--- config.mk ---
export PLATFORM = sky130hd
export DESIGN_NAME = credit_ready_time_scheduler_unit
export DESIGN_NICKNAME = d
export VERILOG_FILES = /design/src/hdl/crts_pkg.sv /design/src/hdl/crts_div.sv /design/src/hdl/credit_ready_time_scheduler_unit.sv
export SDC_FILE = /design/constraint.sdc
export NUM_CORES = 1
export LEC_CHECK = 0
export ABC_AREA = 1
export BUFFER_PORTS_ARGS = -buffer_cell sky130_fd_sc_hd__buf_4
export CAP_MARGIN = 20
export CORE_MARGIN = 2
export CORE_UTILIZATION = 35
export DETAILED_ROUTE_END_ITERATION = 8
export PLACE_DENSITY = 0.52
export SETUP_SLACK_MARGIN = 0.02
export SLEW_MARGIN = 5
export SYNTH_ARGS = -nofsm -noshare
export SYNTH_HDL_FRONTEND = slang
export SYNTH_SLANG_ARGS = --single-unit
--- constraint.sdc ---
create_clock -name clk -period 8.8 [get_ports clk]
set_input_delay 2.64 -clock clk [delete_from_list [all_inputs] [get_ports clk]]
set_output_delay 2.64 -clock clk [all_outputs]
set_load 0.05 [all_outputs]
--- src/hdl/crts_pkg.sv ---
// Shared widths, codes and types of the credit ready time scheduler.
`timescale 1ns / 1ps
package crts_pkg;

	localparam int FIRST_GROUP_SIZE_DEF = 4;
	localparam int TABLE_DEPTH_DEF      = 16;

	localparam int CREDIT_W = 16;
	localparam int RATE_W   = 8;
	localparam int UNITS_W  = 16;
	localparam int NUM_W    = CREDIT_W + 1;

	typedef enum logic [1:0] {
		ACT_LOAD   = 2'd0,
		ACT_CREDIT = 2'd1,
		ACT_SCHED  = 2'd2,
		ACT_NONE   = 2'd3
	} action_t;

	typedef enum logic [1:0] {
		ST_WRITE   = 2'd0,
		ST_GRANT   = 2'd1,
		ST_OPEN    = 2'd2,
		ST_NOELIG  = 2'd3
	} status_t;

	typedef struct packed {
		logic [CREDIT_W-1:0] credit;
		logic [RATE_W-1:0]   rate;
		logic [CREDIT_W-1:0] ceiling;
		logic                alive;
		logic                stunned;
	} entry_t;

endpackage

--- src/hdl/crts_div.sv ---
// Restoring divider that produces one quotient bit per cycle.
`timescale 1ns / 1ps
module crts_div #(
	parameter int NW = crts_pkg::NUM_W,
	parameter int DW = crts_pkg::RATE_W
) (
	input  logic          clk,
	input  logic          arst_n,
	input  logic          start,
	input  logic [NW-1:0] num,
	input  logic [DW-1:0] den,
	output logic          done,
	output logic [NW-1:0] quot
);
	localparam int CW = $clog2(NW + 1);

	logic [CW-1:0] cnt_q;
	logic [NW-1:0] n_q;
	logic [DW-1:0] rem_q;
	logic [DW-1:0] den_q;
	logic          done_q;
	logic [DW:0]   trial;
	logic          ge;

	assign trial = {rem_q, n_q[NW-1]};
	assign ge    = trial >= {1'b0, den_q};

	always_ff @(posedge clk or negedge arst_n) begin
		if (!arst_n) begin
			cnt_q  <= '0;
			done_q <= 1'b0;
		end else begin
			done_q <= 1'b0;
			if (start) begin
				cnt_q <= CW'(NW);
			end else if (cnt_q != '0) begin
				cnt_q <= cnt_q - 1'b1;
				if (cnt_q == CW'(1)) begin
					done_q <= 1'b1;
				end
			end
		end
	end

	always_ff @(posedge clk) begin
		if (start) begin
			n_q   <= num;
			rem_q <= '0;
			den_q <= den;
		end else if (cnt_q != '0) begin
			rem_q <= ge ? DW'(trial - {1'b0, den_q}) : trial[DW-1:0];
			n_q   <= {n_q[NW-2:0], ge};
		end
	end

	assign done = done_q;
	assign quot = n_q;

endmodule

--- src/hdl/credit_ready_time_scheduler_unit.sv ---
// Top level of the credit ready time scheduler with its entry table and sequencer.
// A load, an unused code or a refused schedule goes from idle straight to the done state, and a
// credit write passes through a read and a write state first; the next item is taken back in idle.
// A schedule walks the table up to three times: a first pass that runs the shared divider on each
// eligible entry below its ceiling, then a pass for the advance and a pass for the pick.
`timescale 1ns / 1ps
module credit_ready_time_scheduler_unit #(
	parameter int FIRST_GROUP_SIZE = crts_pkg::FIRST_GROUP_SIZE_DEF,
	parameter int TABLE_DEPTH      = crts_pkg::TABLE_DEPTH_DEF
) (
	input  logic        clk,
	input  logic        arst_n,
	input  logic        cfg_we,
	input  logic        cfg_index,
	input  logic [3:0]  cfg_wdata,
	input  logic        in_valid,
	output logic        in_ready,
	input  logic [1:0]  action,
	input  logic [3:0]  entry_index,
	input  logic [15:0] credit_value,
	input  logic [7:0]  rate_value,
	input  logic [15:0] ceiling_value,
	input  logic        alive_value,
	input  logic        stunned_value,
	input  logic        commit_flag,
	output logic        out_valid,
	input  logic        out_ready,
	output logic [1:0]  status,
	output logic [3:0]  granted_index,
	output logic        granted_first_group,
	output logic [15:0] elapsed_units,
	output logic [4:0]  ready_total,
	output logic [15:0] turn_number
);
	import crts_pkg::*;

	localparam int AW   = $clog2(TABLE_DEPTH);
	localparam int RW   = $clog2(TABLE_DEPTH + 1);
	localparam int ROOM = (TABLE_DEPTH > FIRST_GROUP_SIZE) ? TABLE_DEPTH - FIRST_GROUP_SIZE : 0;

	typedef enum logic [11:0] {
		S_IDLE  = 12'b000000000001,
		S_WRD   = 12'b000000000010,
		S_WEV   = 12'b000000000100,
		S_P1RD  = 12'b000000001000,
		S_P1EV  = 12'b000000010000,
		S_P1DIV = 12'b000000100000,
		S_P2RD  = 12'b000001000000,
		S_P2EV  = 12'b000010000000,
		S_P2WR  = 12'b000100000000,
		S_P3RD  = 12'b001000000000,
		S_P3EV  = 12'b010000000000,
		S_DONE  = 12'b100000000000
	} state_t;

	state_t                state_q;
	logic [2:0]            player_q;
	logic [3:0]            npc_q;
	entry_t                mem_q [TABLE_DEPTH];
	logic [TABLE_DEPTH-1:0] vld_q;
	entry_t                rd_q;
	logic                  rd_vld_q;
	entry_t                cur;
	logic [AW-1:0]         cnt_q;
	logic                  last;
	logic [CREDIT_W-1:0]   wcredit_q;
	logic                  commit_q;
	logic [AW-1:0]         act_idx_q;
	logic                  act_valid_q;
	logic                  closed_q;
	logic [15:0]           turn_q;
	status_t               res_q;
	logic                  found_q;
	logic [UNITS_W-1:0]    best_q;
	logic [RW-1:0]         ready_q;
	logic [23:0]           prod_q;
	logic                  out_valid_q;
	logic [1:0]            status_q;
	logic [3:0]            gidx_q;
	logic                  first_q;
	logic [15:0]           elapsed_q;
	logic [4:0]            readyt_q;
	logic [15:0]           turnn_q;

	logic                  mem_we;
	logic [AW-1:0]         mem_waddr;
	entry_t                mem_wdata;
	logic                  in_set;
	logic                  elig;
	logic                  rdy_ent;
	logic                  div_start;
	logic                  div_done;
	logic [NUM_W-1:0]      div_num;
	logic [NUM_W-1:0]      div_quot;
	logic [UNITS_W-1:0]    units;
	logic [CREDIT_W+8:0]   sum;
	logic                  idx_ok;
	logic                  accept;

	assign accept = in_valid && in_ready;
	assign in_ready = (state_q == S_IDLE);
	assign idx_ok = 32'(entry_index) < TABLE_DEPTH;
	assign last = (cnt_q == AW'(TABLE_DEPTH - 1));
	assign cur = rd_vld_q ? rd_q : '0;

	always_comb begin
		int pc;
		int nc;
		int ix;
		pc = (32'(player_q) > FIRST_GROUP_SIZE) ? FIRST_GROUP_SIZE : 32'(player_q);
		nc = (32'(npc_q) > ROOM) ? ROOM : 32'(npc_q);
		ix = 32'(cnt_q);
		in_set = (ix < pc) || (ix >= FIRST_GROUP_SIZE && ix - FIRST_GROUP_SIZE < nc);
	end

	assign elig    = in_set && cur.alive && !cur.stunned && (cur.rate != '0);
	assign rdy_ent = in_set && cur.alive && !cur.stunned && (cur.credit >= cur.ceiling);
	assign div_num = {1'b0, cur.ceiling} - {1'b0, cur.credit} + NUM_W'(cur.rate) - NUM_W'(1);
	assign div_start = (state_q == S_P1EV) && elig && (cur.credit < cur.ceiling);
	assign units = (state_q == S_P1DIV) ? UNITS_W'(div_quot) : '0;
	assign sum = (CREDIT_W+9)'(cur.credit) + (CREDIT_W+9)'(prod_q);

	crts_div #(.NW(NUM_W), .DW(RATE_W)) u_div (
		.clk    (clk),
		.arst_n (arst_n),
		.start  (div_start),
		.num    (div_num),
		.den    (cur.rate),
		.done   (div_done),
		.quot   (div_quot)
	);

	always_comb begin
		mem_we    = 1'b0;
		mem_waddr = cnt_q;
		mem_wdata = cur;
		unique case (state_q)
			S_IDLE: begin
				mem_we    = accept && (action == ACT_LOAD) && idx_ok;
				mem_waddr = AW'(entry_index);
				mem_wdata = '{credit: credit_value, rate: rate_value, ceiling: ceiling_value,
					alive: alive_value, stunned: stunned_value};
			end
			S_WEV: begin
				mem_we           = 1'b1;
				mem_wdata.credit = wcredit_q;
			end
			S_P2WR: begin
				mem_we           = 1'b1;
				mem_wdata.credit = (sum > (CREDIT_W+9)'(cur.ceiling)) ? cur.ceiling :
					CREDIT_W'(sum);
			end
			default: begin
				mem_we = 1'b0;
			end
		endcase
	end

	always_ff @(posedge clk) begin
		if (mem_we) begin
			mem_q[mem_waddr] <= mem_wdata;
		end
		rd_q <= mem_q[cnt_q];
	end

	always_ff @(posedge clk or negedge arst_n) begin
		if (!arst_n) begin
			vld_q    <= '0;
			rd_vld_q <= 1'b0;
		end else begin
			if (mem_we) begin
				vld_q[mem_waddr] <= 1'b1;
			end
			rd_vld_q <= vld_q[cnt_q];
		end
	end

	always_ff @(posedge clk or negedge arst_n) begin
		if (!arst_n) begin
			player_q <= '0;
			npc_q    <= '0;
		end else if (cfg_we) begin
			if (cfg_index == 1'b0) begin
				player_q <= cfg_wdata[2:0];
			end else begin
				npc_q <= cfg_wdata;
			end
		end
	end

	always_ff @(posedge clk or negedge arst_n) begin
		if (!arst_n) begin
			out_valid_q <= 1'b0;
		end else if (state_q == S_DONE && (!out_valid_q || out_ready)) begin
			out_valid_q <= 1'b1;
		end else if (out_ready) begin
			out_valid_q <= 1'b0;
		end
	end

	always_ff @(posedge clk or negedge arst_n) begin
		if (!arst_n) begin
			state_q     <= S_IDLE;
			cnt_q       <= '0;
			act_idx_q   <= '0;
			act_valid_q <= 1'b0;
			closed_q    <= 1'b0;
			turn_q      <= '0;
			res_q       <= ST_WRITE;
			found_q     <= 1'b0;
			best_q      <= '0;
			ready_q     <= '0;
		end else begin
			unique case (state_q)
				S_IDLE: begin
					if (accept) begin
						priority if (action == ACT_CREDIT && idx_ok) begin
							res_q   <= ST_WRITE;
							cnt_q   <= AW'(entry_index);
							state_q <= S_WRD;
						end else if (action == ACT_SCHED) begin
							cnt_q   <= '0;
							found_q <= 1'b0;
							ready_q <= '0;
							if (act_valid_q && !closed_q) begin
								res_q   <= ST_OPEN;
								state_q <= S_DONE;
							end else begin
								res_q   <= ST_WRITE;
								state_q <= S_P1RD;
							end
						end else begin
							res_q   <= ST_WRITE;
							state_q <= S_DONE;
						end
					end
				end
				S_WRD: begin
					state_q <= S_WEV;
				end
				S_WEV: begin
					if (commit_q) begin
						closed_q <= 1'b1;
						turn_q   <= turn_q + 1'b1;
					end
					state_q <= S_DONE;
				end
				S_P1RD: begin
					state_q <= S_P1EV;
				end
				S_P1EV, S_P1DIV: begin
					if (state_q == S_P1EV && div_start) begin
						state_q <= S_P1DIV;
					end else if (state_q == S_P1DIV && !div_done) begin
						state_q <= S_P1DIV;
					end else begin
						if (elig && (!found_q || units < best_q)) begin
							best_q <= units;
						end
						if (elig) begin
							found_q <= 1'b1;
						end
						if (!last) begin
							cnt_q   <= cnt_q + 1'b1;
							state_q <= S_P1RD;
						end else begin
							cnt_q <= '0;
							priority if (!found_q && !elig) begin
								res_q   <= ST_NOELIG;
								state_q <= S_DONE;
							end else if ((elig && (!found_q || units < best_q)) ?
								(units != '0) : (best_q != '0)) begin
								state_q <= S_P2RD;
							end else begin
								state_q <= S_P3RD;
							end
						end
					end
				end
				S_P2RD: begin
					state_q <= S_P2EV;
				end
				S_P2EV: begin
					if (elig) begin
						state_q <= S_P2WR;
					end else if (!last) begin
						cnt_q   <= cnt_q + 1'b1;
						state_q <= S_P2RD;
					end else begin
						cnt_q   <= '0;
						state_q <= S_P3RD;
					end
				end
				S_P2WR: begin
					if (!last) begin
						cnt_q   <= cnt_q + 1'b1;
						state_q <= S_P2RD;
					end else begin
						cnt_q   <= '0;
						state_q <= S_P3RD;
					end
				end
				S_P3RD: begin
					state_q <= S_P3EV;
				end
				S_P3EV: begin
					if (rdy_ent) begin
						ready_q <= ready_q + 1'b1;
						if (res_q != ST_GRANT) begin
							res_q       <= ST_GRANT;
							act_idx_q   <= cnt_q;
							act_valid_q <= 1'b1;
							closed_q    <= 1'b0;
						end
					end
					if (!last) begin
						cnt_q   <= cnt_q + 1'b1;
						state_q <= S_P3RD;
					end else begin
						if (!rdy_ent && res_q != ST_GRANT) begin
							res_q <= ST_NOELIG;
						end
						state_q <= S_DONE;
					end
				end
				S_DONE: begin
					if (!out_valid_q || out_ready) begin
						state_q <= S_IDLE;
					end
				end
				default: begin
					state_q <= S_IDLE;
				end
			endcase
		end
	end

	always_ff @(posedge clk) begin
		if (accept) begin
			wcredit_q <= credit_value;
			commit_q  <= commit_flag;
		end
		if (state_q == S_P2EV) begin
			prod_q <= cur.rate * best_q;
		end
		if (state_q == S_DONE && (!out_valid_q || out_ready)) begin
			status_q  <= res_q;
			gidx_q    <= act_valid_q ? 4'(act_idx_q) : '0;
			first_q   <= (res_q == ST_GRANT) && (32'(act_idx_q) < FIRST_GROUP_SIZE);
			elapsed_q <= (res_q == ST_GRANT) ? best_q : '0;
			readyt_q  <= (res_q == ST_GRANT) ? 5'(ready_q) : '0;
			turnn_q   <= turn_q;
		end
	end

	assign out_valid           = out_valid_q;
	assign status              = status_q;
	assign granted_index       = gidx_q;
	assign granted_first_group = first_q;
	assign elapsed_units       = elapsed_q;
	assign ready_total         = readyt_q;
	assign turn_number         = turnn_q;

endmodule

==> flow_summary.json <==
{
  "status": "complete, no violations",
  "hold_class": "flop to flop",
  "reg2reg_from": "rd_vld_q",
  "cts_resized": 0,
  "slew_headroom": 0.2736,
  "synth.area.top_cells": "edfxtp_1 53%, o21ai_0 5.4%, dfrtp_1 5.2%",
  "final-setup-viol-count": 0,
  "vdd_drop_max_uv": 203.1,
  "critPathLaunchType": "flop",
  "crit_fanout": 30,
  "cp.required_ns": 9.22,
  "yosysTopAreaCellShare": 0.5318,
  "cts_setup_buffers": 0,
  "numCtsBuffers": 101,
  "synth_edf_count": 782,
  "route.detailed.drc": 0,
  "wire_per_inst_um": 22.54,
  "synth_commonest_cells": "782 x edfxtp_1, 590 x nor2_1, 478 x o21ai_0",
  "tightest_slew_ns": 1.087,
  "place_hpwl_um": 81560,
  "track_usage": 0.2022,
  "place.gp.congestion": 0.9148,
  "port_buffers": 104,
  "die_x_um": 359.2,
  "cts_tree": "done",
  "cap_violations": 0,
  "cts_max_path_buffers": 3,
  "grt_pass1_wl_um": 196800,
  "grt.overflow.total": 0,
  "vias": 31100,
  "post-route-min-period_ns": 6.321,
  "viasPerCell": 5.292,
  "final_max_slew_viol_count": 0,
  "drive_gt1_frac": 0.1047,
  "synth.most_common_cell": "edfxtp_1",
  "syn-mean-instance-area_um2": 10.96,
  "syn_nets": 4330,
  "r2r_setup_slack_ns": 2.48,
  "ff2ff_path_depth": 17,
  "clkLatencyLatePin_ns": 0.73,
  "power.density_nw_per_um2": 334.2,
  "ctsRootBufferMaster": "clkbuf_16",
  "start_util": 0.3521,
  "antenna_found_initial": 4,
  "async_reset_ff_frac": 0.1005,
  "synth-seq-cells": 925,
  "cp-end-kind": "flop",
  "die_area_um2": 129000,
  "area_delta_synth_final_pct": 14.51,
  "cts.hold.buffers_added": 0,
  "io_pins": 105,
  "p_leak_nw": 19.63,
  "rows": 130,
  "num-nets-final": 4435,
  "drtIter0Drc": 2938,
  "min-delay-start": "state_q[7]",
  "routed_wl_um": 132400,
  "htree_levels": 3,
  "min_period_over_period": 0.7183,
  "hold_violations": 0,
  "cts.sinks": 925,
  "finalClockSkew_ns": 0.05037,
  "reg2reg_to": "prod_q[21]",
  "arrival_ns": 6.74,
  "coreArea_um2": 125400,
  "ant_nets": 0,
  "crit_type": "flop to flop",
  "syn_inst": 4030,
  "yosysWarnings": 0,
  "dieHeight_um": 359.2,
  "startpoint": "rd_vld_q",
  "final.setup.tns_ns": 0,
  "netlist_area_um2": 44160,
  "rsz0062_at_grt": "no",
  "max_freq_ghz": 0.1582,
  "finalPower_mw": 16.90,
  "cp-endpoint": "prod_q[21]",
  "yosysUniqueCellTypes": 57,
  "grt_pass1_vias": 30180,
  "synth_flop_cell": "edfxtp_1",
  "clk_pin_slew_ns": 0.06,
  "synth-seq-area-share": 0.6072,
  "synth_top_cell_by_area": "edfxtp_1",
  "grt_max_degree": 191,
  "drt_pass1_iterations": 6
}
## state kept, by name, summed over array words and instances (netlist names), 2 cells and up
name,flops
mem_q,672
rd_q,42
prod_q,24
u_div.quot,17
best_q,16
elapsed_units,16
turn_number,16
turn_q,16
vld_q,16
wcredit_q,16
state_q,12
u_div.den_q,8
u_div.rem_q,8
ready_q,5
ready_total,5
u_div.cnt_q,5
act_idx_q,4
cnt_q,4
granted_index,4
npc_q,4
player_q,3
res_q,2
status,2
## layer usage
layer  wire length (µm)  vias up  global-route usage
met2              60960      913              0.3214
met4               2986        0             0.05080
met3               8087      183             0.03276
met5                  0        -                   0
met1              60390    15580              0.2879
li1                   -    14420                   -
## kinds of logic after synthesis
| family | Yosys count | synth area share |
|---|---|---|
| adder cells (fa/ha/maj) | 241 | 0.08359 |
| buffers and inverters | 577 | 0.04981 |
| flip-flops | 925 | 0.6072 |
| XOR/XNOR | 66 | 0.01309 |
| AND/OR/NAND/NOR | 1333 | 0.1269 |
| AO/OA/AOI/OAI | 888 | 0.1195 |
## worst max-delay path, stage by stage (launching register included)
cell and delay, ns:
dfrtp_2 0.84, nand2_1 0.70, inv_1 0.46, nand2_1 0.13, fa_1 0.47, fa_1 0.58
fa_1 0.46, fa_1 0.55, inv_1 0.05, ha_1 0.30, inv_1 0.08, o31ai_1 0.37
a31oi_1 0.19, o21ai_0 0.32, nand3_1 0.12, nand2_1 0.13, a21oi_1 0.09, xor2_1 0.14
## how the worst min path moves through the flow
stage / end / cells after the start / slack, ns
floorplan: state_q[7] / 1 / 0.42
global placement: turn_number[14] / 0 / 0.43
detailed placement: turn_number[14] / 0 / 0.44
CTS: turn_number[14] / 0 / 0.45
global route: turn_number[14] / 0 / 0.47
finish: state_q[7] / 1 / 0.45
## placed cells by master (no fill, tap or decap), types with 5 or more instances in the layout
| master | n |
|---|---|
| a211oi_1 | 7 |
| a21oi_1 | 119 |
| a221oi_1 | 16 |
| a31oi_1 | 6 |
| buf_4 | 185 |
| bufinv_16 | 9 |
| clkbuf_1 | 29 |
| clkbuf_16 | 103 |
| clkbuf_8 | 10 |
| clkinv_1 | 19 |
| clkinv_2 | 17 |
| dfrtp_1 | 87 |
| dfxtp_1 | 50 |
| edfxtp_1 | 782 |
| fa_1 | 90 |
| ha_1 | 151 |
| inv_1 | 367 |
| inv_2 | 9 |
| nand2_1 | 476 |
| nand2_2 | 15 |
| nand2_4 | 5 |
| nand3_1 | 130 |
| nand3_2 | 8 |
| nand4_1 | 35 |
| nor2_1 | 572 |
| nor2_2 | 7 |
| nor2_4 | 22 |
| nor3_1 | 30 |
| nor4_1 | 5 |
| o211ai_1 | 50 |
| o21ai_0 | 474 |
| o21ai_1 | 12 |
| o21bai_1 | 9 |
| o221ai_1 | 125 |
| o22ai_1 | 47 |
| or2_2 | 13 |
| xnor2_1 | 21 |
| xor2_1 | 45 |
## final cells by class
class	instances	area (µm²)
Inverter	389	1471
Timing Repair Buffer	190	1491
Antenna cell	3	7.507
Multi-Input combinational cell	2528	15290
Tap cell	1650	2064
Fill cell	12120	74840
Clock inverter	49	593.1
Clock buffer	142	2824
Sequential cell	925	26830
## where the power goes
| group | total, mW | switching, mW | internal (mW) |
|---|---|---|---|
| combinational | 6.29 | 4.55 | 1.74 |
| clock | 4.33 | 1.81 | 2.52 |
| sequential | 6.28 | 0.276 | 6.00 |
## metrics by stage
stage	area (µm²)	utilization	worst slack, ns	std cells	hold slack (ns)
floorplan	44160	-	2.555	4030	0.4212
global placement	46960	0.3745	2.670	5663	0.4340
detailed placement	46990	0.3747	2.583	5667	0.4381
CTS	50410	0.4019	2.520	5858	0.4521
global route	50560	0.4032	2.166	5873	0.4684
finish	50570	0.4032	2.479	5876	0.4503
Power figures use the tool's default switching activity.
